<file path="src/sv/assert_macros.svh">
// Assertion macros used by the span generator top level.
`ifndef ASSERT_MACROS_SVH
`define ASSERT_MACROS_SVH

`ifndef SYNTHESIS
`define FCSG_ASSERT(label, prop, msg) \
    label: assert property (@(posedge clk) disable iff (!rst_n) (prop)) else $error(msg);
`define FCSG_ASSERT_NEXT(label, cause, effect, msg) \
    label: assert property (@(posedge clk) disable iff (!rst_n) \
        (cause) |=> (effect)) else $error(msg);
`else
`define FCSG_ASSERT(label, prop, msg)
`define FCSG_ASSERT_NEXT(label, cause, effect, msg)
`endif

`endif

</file>
<file path="src/sv/fcsg_pkg.sv">
// Shared constants and types of the filled circle span generator.
package fcsg_pkg;

    localparam int MAX_RADIUS    = 31;
    localparam int RADIUS_BITS   = 5;
    localparam int COORD_BITS    = 12;
    localparam int SPAN_BITS     = 13;
    localparam int COLOR_BITS    = 8;
    localparam int ROW_BITS      = RADIUS_BITS + 1;

    // Square root: two radicand bits retire one root bit per step.
    localparam int ROOT_BITS     = RADIUS_BITS;
    localparam int RADICAND_BITS = 2 * ROOT_BITS;
    localparam int ROOT_STEPS    = ROOT_BITS;
    localparam int ROOT_CNT_BITS = $clog2(ROOT_STEPS);
    localparam int ROOT_REM_BITS = ROOT_BITS + 2;

    // Coordinate adders: three lanes, one digit per step, low digit first.
    localparam int DIGIT_BITS    = 7;
    localparam int ADD_STEPS     = 2;
    localparam int ADD_WIDTH     = DIGIT_BITS * ADD_STEPS;
    localparam int ADD_CNT_BITS  = (ADD_STEPS > 1) ? $clog2(ADD_STEPS) : 1;
    localparam int LANES         = 3;
    localparam int LANE_ROW      = 0;
    localparam int LANE_LEFT     = 1;
    localparam int LANE_RIGHT    = 2;

    typedef struct packed {
        logic busy;
        logic done;
    } unit_status_t;

    typedef enum logic [1:0] {
        ST_IDLE,
        ST_ROOT,
        ST_ADD,
        ST_EMIT
    } gen_state_t;

endpackage

</file>
<file path="src/sv/fcsg_root.sv">
// Digit-serial integer square root, one root bit per cycle.
module fcsg_root (
    input  logic                                clk,
    input  logic                                rst_n,
    input  logic                                start,
    input  logic [fcsg_pkg::RADICAND_BITS-1:0]  radicand,
    output logic [fcsg_pkg::ROOT_BITS-1:0]      root,
    output fcsg_pkg::unit_status_t              status
);

    logic [fcsg_pkg::RADICAND_BITS-1:0] radicand_reg;
    logic [fcsg_pkg::ROOT_REM_BITS-1:0] rem_reg;
    logic [fcsg_pkg::ROOT_BITS-1:0]     root_reg;
    logic [fcsg_pkg::ROOT_CNT_BITS-1:0] count_reg;
    logic                               busy_reg;
    logic                               done_reg;

    logic [fcsg_pkg::ROOT_REM_BITS+1:0] rem_wide;
    logic [fcsg_pkg::ROOT_REM_BITS+1:0] trial;
    logic                               fits;
    logic                               last_step;

    // Bring down the next pair of radicand bits and try a one in the next root bit.
    assign rem_wide  = {rem_reg, radicand_reg[fcsg_pkg::RADICAND_BITS-1 -: 2]};
    assign trial     = {{(fcsg_pkg::ROOT_REM_BITS + 2 - fcsg_pkg::ROOT_BITS - 2){1'b0}},
                        root_reg, 2'b01};
    assign fits      = rem_wide >= trial;
    assign last_step = count_reg == fcsg_pkg::ROOT_CNT_BITS'(fcsg_pkg::ROOT_STEPS - 1);

    always_ff @(posedge clk or negedge rst_n)
    begin
        if (!rst_n)
        begin
            busy_reg  <= 1'b0;
            done_reg  <= 1'b0;
            count_reg <= '0;
        end
        else
        begin
            done_reg <= busy_reg && last_step;
            if (start)
            begin
                busy_reg  <= 1'b1;
                count_reg <= '0;
            end
            else if (busy_reg)
            begin
                busy_reg  <= !last_step;
                count_reg <= count_reg + 1'b1;
            end
        end
    end

    always_ff @(posedge clk)
    begin
        if (start)
        begin
            radicand_reg <= radicand;
            rem_reg      <= '0;
            root_reg     <= '0;
        end
        else if (busy_reg)
        begin
            radicand_reg <= {radicand_reg[fcsg_pkg::RADICAND_BITS-3:0], 2'b00};
            if (fits)
            begin
                rem_reg <= fcsg_pkg::ROOT_REM_BITS'(rem_wide - trial);
            end
            else
            begin
                rem_reg <= fcsg_pkg::ROOT_REM_BITS'(rem_wide);
            end
            root_reg <= {root_reg[fcsg_pkg::ROOT_BITS-2:0], fits};
        end
    end

    assign root        = root_reg;
    assign status.busy = busy_reg;
    assign status.done = done_reg;

endmodule

</file>
<file path="src/sv/fcsg_span_adder.sv">
// Three digit-serial adders that form the row and the two end columns of a span.
module fcsg_span_adder (
    input  logic                                                    clk,
    input  logic                                                    rst_n,
    input  logic                                                    start,
    input  logic [fcsg_pkg::LANES-1:0][fcsg_pkg::ADD_WIDTH-1:0]     op_a,
    input  logic [fcsg_pkg::LANES-1:0][fcsg_pkg::ADD_WIDTH-1:0]     op_b,
    input  logic [fcsg_pkg::LANES-1:0]                              carry_in,
    output logic [fcsg_pkg::LANES-1:0][fcsg_pkg::ADD_WIDTH-1:0]     sum,
    output fcsg_pkg::unit_status_t                                  status
);

    logic [fcsg_pkg::LANES-1:0][fcsg_pkg::ADD_WIDTH-1:0] a_reg;
    logic [fcsg_pkg::LANES-1:0][fcsg_pkg::ADD_WIDTH-1:0] b_reg;
    logic [fcsg_pkg::LANES-1:0][fcsg_pkg::ADD_WIDTH-1:0] sum_reg;
    logic [fcsg_pkg::LANES-1:0]                          carry_reg;
    logic [fcsg_pkg::ADD_CNT_BITS-1:0]                   count_reg;
    logic                                                busy_reg;
    logic                                                done_reg;

    logic [fcsg_pkg::LANES-1:0][fcsg_pkg::DIGIT_BITS:0]  digit_sum;
    logic                                                last_step;

    assign last_step = count_reg == fcsg_pkg::ADD_CNT_BITS'(fcsg_pkg::ADD_STEPS - 1);

    always_comb
    begin
        for (int i = 0; i < fcsg_pkg::LANES; i++)
        begin
            digit_sum[i] = {1'b0, a_reg[i][fcsg_pkg::DIGIT_BITS-1:0]}
                         + {1'b0, b_reg[i][fcsg_pkg::DIGIT_BITS-1:0]}
                         + {{fcsg_pkg::DIGIT_BITS{1'b0}}, carry_reg[i]};
        end
    end

    always_ff @(posedge clk or negedge rst_n)
    begin
        if (!rst_n)
        begin
            busy_reg  <= 1'b0;
            done_reg  <= 1'b0;
            count_reg <= '0;
        end
        else
        begin
            done_reg <= busy_reg && last_step;
            if (start)
            begin
                busy_reg  <= 1'b1;
                count_reg <= '0;
            end
            else if (busy_reg)
            begin
                busy_reg  <= !last_step;
                count_reg <= count_reg + 1'b1;
            end
        end
    end

    // Operands shift out low digit first; each sum digit enters at the top.
    always_ff @(posedge clk)
    begin
        if (start)
        begin
            a_reg     <= op_a;
            b_reg     <= op_b;
            carry_reg <= carry_in;
        end
        else if (busy_reg)
        begin
            for (int i = 0; i < fcsg_pkg::LANES; i++)
            begin
                a_reg[i]     <= a_reg[i] >> fcsg_pkg::DIGIT_BITS;
                b_reg[i]     <= b_reg[i] >> fcsg_pkg::DIGIT_BITS;
                carry_reg[i] <= digit_sum[i][fcsg_pkg::DIGIT_BITS];
                sum_reg[i]   <= {digit_sum[i][fcsg_pkg::DIGIT_BITS-1:0],
                                 sum_reg[i][fcsg_pkg::ADD_WIDTH-1:fcsg_pkg::DIGIT_BITS]};
            end
        end
    end

    assign sum         = sum_reg;
    assign status.busy = busy_reg;
    assign status.done = done_reg;

endmodule

</file>
<file path="src/sv/filled_circle_span_generator_unit.sv">
// Top level of the filled circle span generator: sequencer and output register.
//
// A request on the input channel (in_valid, in_stall) carries one circle: center,
// radius and color. The block answers with 2*radius+1 span requests on the output
// channel (out_valid, out_stall), rows in order from center_y-radius to
// center_y+radius, each with its left and right column, the color, and last_span
// set on the final one. A radius of zero gives one single-pixel span.
// Each span passes in order through the bit-serial square root (one root bit per
// cycle), the coordinate adders (two 7-bit digits), and the output register; when
// the output is not stalled, the next span starts as soon as one is loaded there.
// in_stall is high while a circle is being worked on. The output register lets the
// next circle be taken while the final span still waits. When the receiver stalls,
// the span in the output register holds and the sequencer waits with the next one.
// Reset empties the output register and returns the sequencer to idle.
`include "assert_macros.svh"

module filled_circle_span_generator_unit (
    input  logic                                   clk,
    input  logic                                   rst_n,
    input  logic                                   in_valid,
    output logic                                   in_stall,
    input  logic signed [fcsg_pkg::COORD_BITS-1:0] center_x,
    input  logic signed [fcsg_pkg::COORD_BITS-1:0] center_y,
    input  logic [fcsg_pkg::RADIUS_BITS-1:0]       radius,
    input  logic [fcsg_pkg::COLOR_BITS-1:0]        red_in,
    input  logic [fcsg_pkg::COLOR_BITS-1:0]        green_in,
    input  logic [fcsg_pkg::COLOR_BITS-1:0]        blue_in,
    output logic                                   out_valid,
    input  logic                                   out_stall,
    output logic signed [fcsg_pkg::SPAN_BITS-1:0]  span_row,
    output logic signed [fcsg_pkg::SPAN_BITS-1:0]  span_left,
    output logic signed [fcsg_pkg::SPAN_BITS-1:0]  span_right,
    output logic [fcsg_pkg::COLOR_BITS-1:0]        red_out,
    output logic [fcsg_pkg::COLOR_BITS-1:0]        green_out,
    output logic [fcsg_pkg::COLOR_BITS-1:0]        blue_out,
    output logic                                   last_span
);

    localparam int ADD_W = fcsg_pkg::ADD_WIDTH;

    fcsg_pkg::gen_state_t state_reg, state_next;

    logic [fcsg_pkg::COORD_BITS-1:0]     cx_reg;
    logic [fcsg_pkg::COORD_BITS-1:0]     cy_reg;
    logic [fcsg_pkg::RADIUS_BITS-1:0]    radius_reg;
    logic [fcsg_pkg::COLOR_BITS-1:0]     red_reg;
    logic [fcsg_pkg::COLOR_BITS-1:0]     green_reg;
    logic [fcsg_pkg::COLOR_BITS-1:0]     blue_reg;
    logic [fcsg_pkg::ROW_BITS-1:0]       row_reg, row_next;
    logic [fcsg_pkg::RADICAND_BITS-1:0]  rem_reg, rem_next;

    logic                                out_valid_reg;
    logic [fcsg_pkg::SPAN_BITS-1:0]      span_row_reg;
    logic [fcsg_pkg::SPAN_BITS-1:0]      span_left_reg;
    logic [fcsg_pkg::SPAN_BITS-1:0]      span_right_reg;
    logic [fcsg_pkg::COLOR_BITS-1:0]     red_out_reg;
    logic [fcsg_pkg::COLOR_BITS-1:0]     green_out_reg;
    logic [fcsg_pkg::COLOR_BITS-1:0]     blue_out_reg;
    logic                                last_span_reg;

    logic                                accept;
    logic                                out_free;
    logic                                span_load;
    logic                                last_row;
    logic [fcsg_pkg::RADIUS_BITS-1:0]    radius_sat;
    logic [fcsg_pkg::ROW_BITS:0]         odd_step;
    logic [fcsg_pkg::RADICAND_BITS:0]    rem_step;

    logic                                root_start;
    logic [fcsg_pkg::RADICAND_BITS-1:0]  root_radicand;
    logic [fcsg_pkg::ROOT_BITS-1:0]      root_value;
    fcsg_pkg::unit_status_t              root_status;

    logic                                add_start;
    logic [fcsg_pkg::LANES-1:0][ADD_W-1:0] add_a;
    logic [fcsg_pkg::LANES-1:0][ADD_W-1:0] add_b;
    logic [fcsg_pkg::LANES-1:0]            add_cin;
    logic [fcsg_pkg::LANES-1:0][ADD_W-1:0] add_sum;
    fcsg_pkg::unit_status_t              add_status;

    assign in_stall   = state_reg != fcsg_pkg::ST_IDLE;
    assign accept     = in_valid && !in_stall;
    assign out_free   = !out_valid_reg || !out_stall;
    assign radius_sat = (radius > fcsg_pkg::RADIUS_BITS'(fcsg_pkg::MAX_RADIUS))
                      ? fcsg_pkg::RADIUS_BITS'(fcsg_pkg::MAX_RADIUS) : radius;
    assign last_row   = row_reg == {1'b0, radius_reg};

    // Moving to the next row lowers r*r - y*y by 2y+1, so no squares are formed.
    assign odd_step = {row_reg, 1'b1};
    assign rem_step = {1'b0, rem_reg}
                    - {{(fcsg_pkg::RADICAND_BITS - fcsg_pkg::ROW_BITS){odd_step[fcsg_pkg::ROW_BITS]}},
                       odd_step};

    always_comb
    begin
        add_a[fcsg_pkg::LANE_ROW]   = ADD_W'($signed(cy_reg));
        add_b[fcsg_pkg::LANE_ROW]   = ADD_W'($signed(row_reg));
        add_cin[fcsg_pkg::LANE_ROW] = 1'b0;
        add_a[fcsg_pkg::LANE_LEFT]   = ADD_W'($signed(cx_reg));
        add_b[fcsg_pkg::LANE_LEFT]   = ~{{(ADD_W - fcsg_pkg::ROOT_BITS){1'b0}}, root_value};
        add_cin[fcsg_pkg::LANE_LEFT] = 1'b1;
        add_a[fcsg_pkg::LANE_RIGHT]   = ADD_W'($signed(cx_reg));
        add_b[fcsg_pkg::LANE_RIGHT]   = {{(ADD_W - fcsg_pkg::ROOT_BITS){1'b0}}, root_value};
        add_cin[fcsg_pkg::LANE_RIGHT] = 1'b0;
    end

    always_ff @(posedge clk or negedge rst_n)
    begin
        if (!rst_n)
        begin
            state_reg <= fcsg_pkg::ST_IDLE;
        end
        else
        begin
            state_reg <= state_next;
        end
    end

    always_comb
    begin
        state_next    = state_reg;
        root_start    = 1'b0;
        root_radicand = rem_step[fcsg_pkg::RADICAND_BITS-1:0];
        add_start     = 1'b0;
        span_load     = 1'b0;
        row_next      = row_reg;
        rem_next      = rem_reg;
        unique case (state_reg) inside
            fcsg_pkg::ST_IDLE:
            begin
                if (accept)
                begin
                    // The top row has nothing left under the root.
                    root_start    = 1'b1;
                    root_radicand = '0;
                    row_next      = fcsg_pkg::ROW_BITS'(-{1'b0, radius_sat});
                    rem_next      = '0;
                    state_next    = fcsg_pkg::ST_ROOT;
                end
            end
            fcsg_pkg::ST_ROOT:
            begin
                if (root_status.done)
                begin
                    add_start  = 1'b1;
                    state_next = fcsg_pkg::ST_ADD;
                end
            end
            fcsg_pkg::ST_ADD, fcsg_pkg::ST_EMIT:
            begin
                if ((add_status.done || state_reg == fcsg_pkg::ST_EMIT) && out_free)
                begin
                    span_load = 1'b1;
                    if (last_row)
                    begin
                        state_next = fcsg_pkg::ST_IDLE;
                    end
                    else
                    begin
                        root_start = 1'b1;
                        row_next   = row_reg + 1'b1;
                        rem_next   = rem_step[fcsg_pkg::RADICAND_BITS-1:0];
                        state_next = fcsg_pkg::ST_ROOT;
                    end
                end
                else if (add_status.done)
                begin
                    state_next = fcsg_pkg::ST_EMIT;
                end
            end
            default:
            begin
                state_next = fcsg_pkg::ST_IDLE;
            end
        endcase
    end

    always_ff @(posedge clk)
    begin
        row_reg <= row_next;
        rem_reg <= rem_next;
        if (accept)
        begin
            cx_reg     <= center_x;
            cy_reg     <= center_y;
            radius_reg <= radius_sat;
            red_reg    <= red_in;
            green_reg  <= green_in;
            blue_reg   <= blue_in;
        end
    end

    always_ff @(posedge clk or negedge rst_n)
    begin
        if (!rst_n)
        begin
            out_valid_reg <= 1'b0;
        end
        else if (span_load)
        begin
            out_valid_reg <= 1'b1;
        end
        else if (!out_stall)
        begin
            out_valid_reg <= 1'b0;
        end
    end

    always_ff @(posedge clk)
    begin
        if (span_load)
        begin
            span_row_reg   <= add_sum[fcsg_pkg::LANE_ROW][fcsg_pkg::SPAN_BITS-1:0];
            span_left_reg  <= add_sum[fcsg_pkg::LANE_LEFT][fcsg_pkg::SPAN_BITS-1:0];
            span_right_reg <= add_sum[fcsg_pkg::LANE_RIGHT][fcsg_pkg::SPAN_BITS-1:0];
            red_out_reg    <= red_reg;
            green_out_reg  <= green_reg;
            blue_out_reg   <= blue_reg;
            last_span_reg  <= last_row;
        end
    end

    fcsg_root u_root (
        .clk      (clk),
        .rst_n    (rst_n),
        .start    (root_start),
        .radicand (root_radicand),
        .root     (root_value),
        .status   (root_status)
    );

    fcsg_span_adder u_adder (
        .clk      (clk),
        .rst_n    (rst_n),
        .start    (add_start),
        .op_a     (add_a),
        .op_b     (add_b),
        .carry_in (add_cin),
        .sum      (add_sum),
        .status   (add_status)
    );

    assign out_valid  = out_valid_reg;
    assign span_row   = span_row_reg;
    assign span_left  = span_left_reg;
    assign span_right = span_right_reg;
    assign red_out    = red_out_reg;
    assign green_out  = green_out_reg;
    assign blue_out   = blue_out_reg;
    assign last_span  = last_span_reg;

    `FCSG_ASSERT(a_root_start_idle, root_start |-> !root_status.busy,
                 "square root restarted while busy")
    `FCSG_ASSERT(a_add_start_idle, add_start |-> (!add_status.busy && !root_status.busy),
                 "adders started while a unit is busy")
    `FCSG_ASSERT_NEXT(a_last_to_idle, span_load && last_row,
                      state_reg == fcsg_pkg::ST_IDLE && out_valid && last_span,
                      "final span did not end the circle")
    `FCSG_ASSERT(a_row_in_range,
                 (state_reg != fcsg_pkg::ST_IDLE) |->
                 ($signed(row_reg) <= $signed({1'b0, radius_reg})),
                 "row offset beyond radius")

endmodule
</file>
<file path="config.mk">
export PLATFORM = sky130hd
export DESIGN_NAME = filled_circle_span_generator_unit
export DESIGN_NICKNAME = d
export VERILOG_FILES = /design/src/sv/fcsg_pkg.sv /design/src/sv/fcsg_root.sv /design/src/sv/fcsg_span_adder.sv /design/src/sv/filled_circle_span_generator_unit.sv
export VERILOG_INCLUDE_DIRS = /design/src /design/src/sv
export SDC_FILE = /design/constraint.sdc
export NUM_CORES = 1
export LEC_CHECK = 0
export BUFFER_PORTS_ARGS = -buffer_cell sky130_fd_sc_hd__buf_2
export CAP_MARGIN = 15
export CORE_ASPECT_RATIO = 0.9
export CORE_MARGIN = 5
export CORE_UTILIZATION = 30
export CTS_CLUSTER_SIZE = 30
export DETAILED_ROUTE_END_ITERATION = 6
export GPL_ROUTABILITY_DRIVEN = 0
export HOLD_SLACK_MARGIN = 0.02
export PLACE_DENSITY = 0.58
export SLEW_MARGIN = 20
export SYNTH_ARGS = -nofsm -noshare
export SYNTH_HDL_FRONTEND = slang
export SYNTH_SLANG_ARGS = --single-unit
</file>
<file path="constraint.sdc">
create_clock -name clk -period 3.6 [get_ports clk]
set_clock_uncertainty 0.1 [all_clocks]
set_input_delay 0.36 -clock clk [delete_from_list [all_inputs] [get_ports clk]]
set_output_delay 0.36 -clock clk [all_outputs]
set_load 0.02 [all_outputs]
</file>
==> reports/qor.yml <==
drt:
  firstDrtPassIters: 4
  post-route-drc-count: 0
  drt_wl_total_mm: 19.7
  viasPerCell: 4.26
  drtAntennaViolNets: 0
  first_iter_violations: 284
  via_count: 5907
  wl_per_cell_um: 14.2
yosys:
  yosys.area.top_type: "edfxtp_1"
  synth-simple-area-share_pct: 8.61
  netlist_area_mm2: 0.0104
  synth_edf_count: 228
  ys_ff_latch: 254
  yosysWarnings: 0
  syn-num-nets: 809
  synth_compound_area_share_pct: 6.92
  avgSynthCellArea_um2: 14.6
  synthAdderAreaFrac_pct: 5.46
  synth_top_family_by_area: "simple AND/OR/NAND/NOR gates"
  synth_mux_area_share_pct: 2.07
  synth_flop_cell: "edfxtp_1"
  synthArstFlopShare_pct: 4.33
  synth_xor_area_share_pct: 2.62
  ys_seq_area_share_pct: 71.7
  synth.top_cell.area_share_pct: 66.1
  syn_inst: 711
  synthTopCellsByArea: "edfxtp_1, ha_1, dfxtp_1, dfrtp_1, nand2_1"
  synth_cell_types: 65
global_route:
  grt_max_degree: 44
  grt_pass1_vias: 5946
  antenna_found_initial: 0
  grt_pass1_wl_mm: 31.2
  grt_use_total_pct: 10.1
  overflow: 0
floorplanning:
  std_cell_rows: 64
  core_area_mm2: 0.0340
  start_util_pct: 30.4
  die-area_mm2: 0.0383
  ios: 123
  die_h_um: 186
  die_w_um: 206
clocking:
  cts_resized: 0
  htreeDepth: 1
  clock-root-buffer: "clkbuf_16"
  cts.clk_slew.worst_paths_ps: 60
  clock_latency_ps: 530
  clockBufferDepth: 3
  cts.sinks: 254
  numCtsBuffers: 26
  cts_tree: "yes"
layout:
  utilization_pct: 38.0
  synthToLayoutAreaGrowth_pct: 24.9
  final_nets: 1003
  antenna_cells: 0
  drive_above_1_share_pct: 20.5
  layout_common_cells: "edfxtp_1, buf_2, nand2_1"
  largest_reg_flops: 42
  mostFrequentLayoutCell: "edfxtp_1"
critical_path:
  required_ps: 3770
  cp-end-kind: "register"
  worstPathArrival_ps: 2830
  path_max_fanout: 37
  path_class: "register to register"
  start_kind: "register"
run:
  maxCapViolations: 0
place:
  io_buffers: 122
  place.detailed.hpwl_mm: 13.6
  dp_slack_ps: 902
pwr:
  finalPower_mw: 5.93
  powerDensity_mw_per_mm2: 458
  p_leak_nw: 4.53
  irDropWorstVdd_v: 0.000296
timing:
  setup_viol: 0
  fin_tns_setup_ps: 0
  fin_ws_ps: 948
  worst_pin_slew_ps: 876
  rsz0062_at_grt: "false"
  relSlewSlack_pct: 41.5
  period_share_pct: 73.7
  hold_viol: 0
  slew_viol_final: 0
  max_freq_ghz: 0.377
  finalCriticalPeriod_ps: 2650
status:
  status: "completed"
hold_path:
  hp-class: "input port to async pin"
what timing repair did:
action	in CTS	in global routing
setup buffers	0	0
hold buffers	55	0
hold endpoints to repair	65	0
kinds of logic (layout without fill, tap and decap cells):
group,count (synthesis),in the layout
AND/OR/NAND/NOR,189,189
flip-flops,254,254
adder cells (fa/ha/maj),41,41
multiplexers,21,21
XOR/XNOR,31,31
buffers and inverters,73,287
AO/OA/AOI/OAI,102,102
metrics by stage:
| step | instance area [µm²] | cells | hold slack (ps) |
|---|---|---|---|
| global placement | 11500 | 1284 | 174 |
| global route | 12900 | 1387 | 205 |
| CTS | 12900 | 1387 | 198 |
| floorplan | 10400 | 711 | -35.6 |
| finish | 12900 | 1387 | 184 |
| detailed placement | 11500 | 1284 | 181 |
routing by layer:
layer  GRT usage, %  up-vias  share of wire [%]
li1               -     2970                  -
met1           14.3     2779                 46
met2           16.0      126                 45
met3           2.22       32                6.8
met4           2.66        0                2.2
met5              0        -                  0
power by group:
group	leakage [nW]	switching, mW	total [mW]	internal (mW)
Clock	0.414	1.11	2.66	1.55
Combinational	2.15	0.0280	0.0907	0.0627
Sequential	1.96	0	3.17	3.17
Total	4.53	1.14	5.93	4.78
synth_stat cells (all sizes together), types with 2 or more instances:
cell type and n:
or4b 2, nor4 3, o21ai 23, a21oi 23, nor3 9, o21a 9, a211oi 6, a21boi 7
o211ai 2, mux2 3, xnor2 17, a2111oi 3, nand2b 3, or4 3, a31oi 4, inv 54
o221ai 2, nand3 10, o31a 2, fa 7, dfrtp 11, nor2 63, and2 12, a21o 4
o31ai 2, dfxtp 15, nor2b 10, a31o 2, ha 34, clkbuf 18, xor2 14, nand4 2
nand2 67, mux2i 18, nor3b 3, edfxtp 228
worst paths after layout:
| kind | from | slack, ps | to | depth (start not counted) |
|---|---|---|---|---|
| hold reg to reg | red_reg[0] | 320 | red_out[0] | 0 |
| setup reg to reg | state_reg[1] | 950 | u_root.radicand_reg[6] | 6 |
| max in group asynchronous | rst_n | 2970 | u_root.busy_reg | 2 |
| setup / recovery | state_reg[1] | 950 | u_root.radicand_reg[6] | 6 |
| min in group clk | red_reg[0] | 320 | red_out[0] | 0 |
| hold / removal | rst_n | 180 | u_adder.done_reg | 2 |
critical path, cell delays in order, from the launching register on:
cell     delay (ps)
dfrtp_1         540
nor2_1          190
nand2_1         220
inv_2           410
buf_4           530
nor2b_1          90
mux2_1          290
cell type report:
| class | instances | area, µm² |
|---|---|---|
| fillers | 3240 | 21100 |
| flip-flops and latches | 254 | 7420 |
| multi-input cells | 384 | 2660 |
| repair buffers | 185 | 1220 |
| clock buffers | 28 | 658 |
| well taps | 462 | 578 |
| inverters | 54 | 203 |
| clock inverters | 20 | 195 |
No activity file was read; power rests on OpenSTA's default activity.
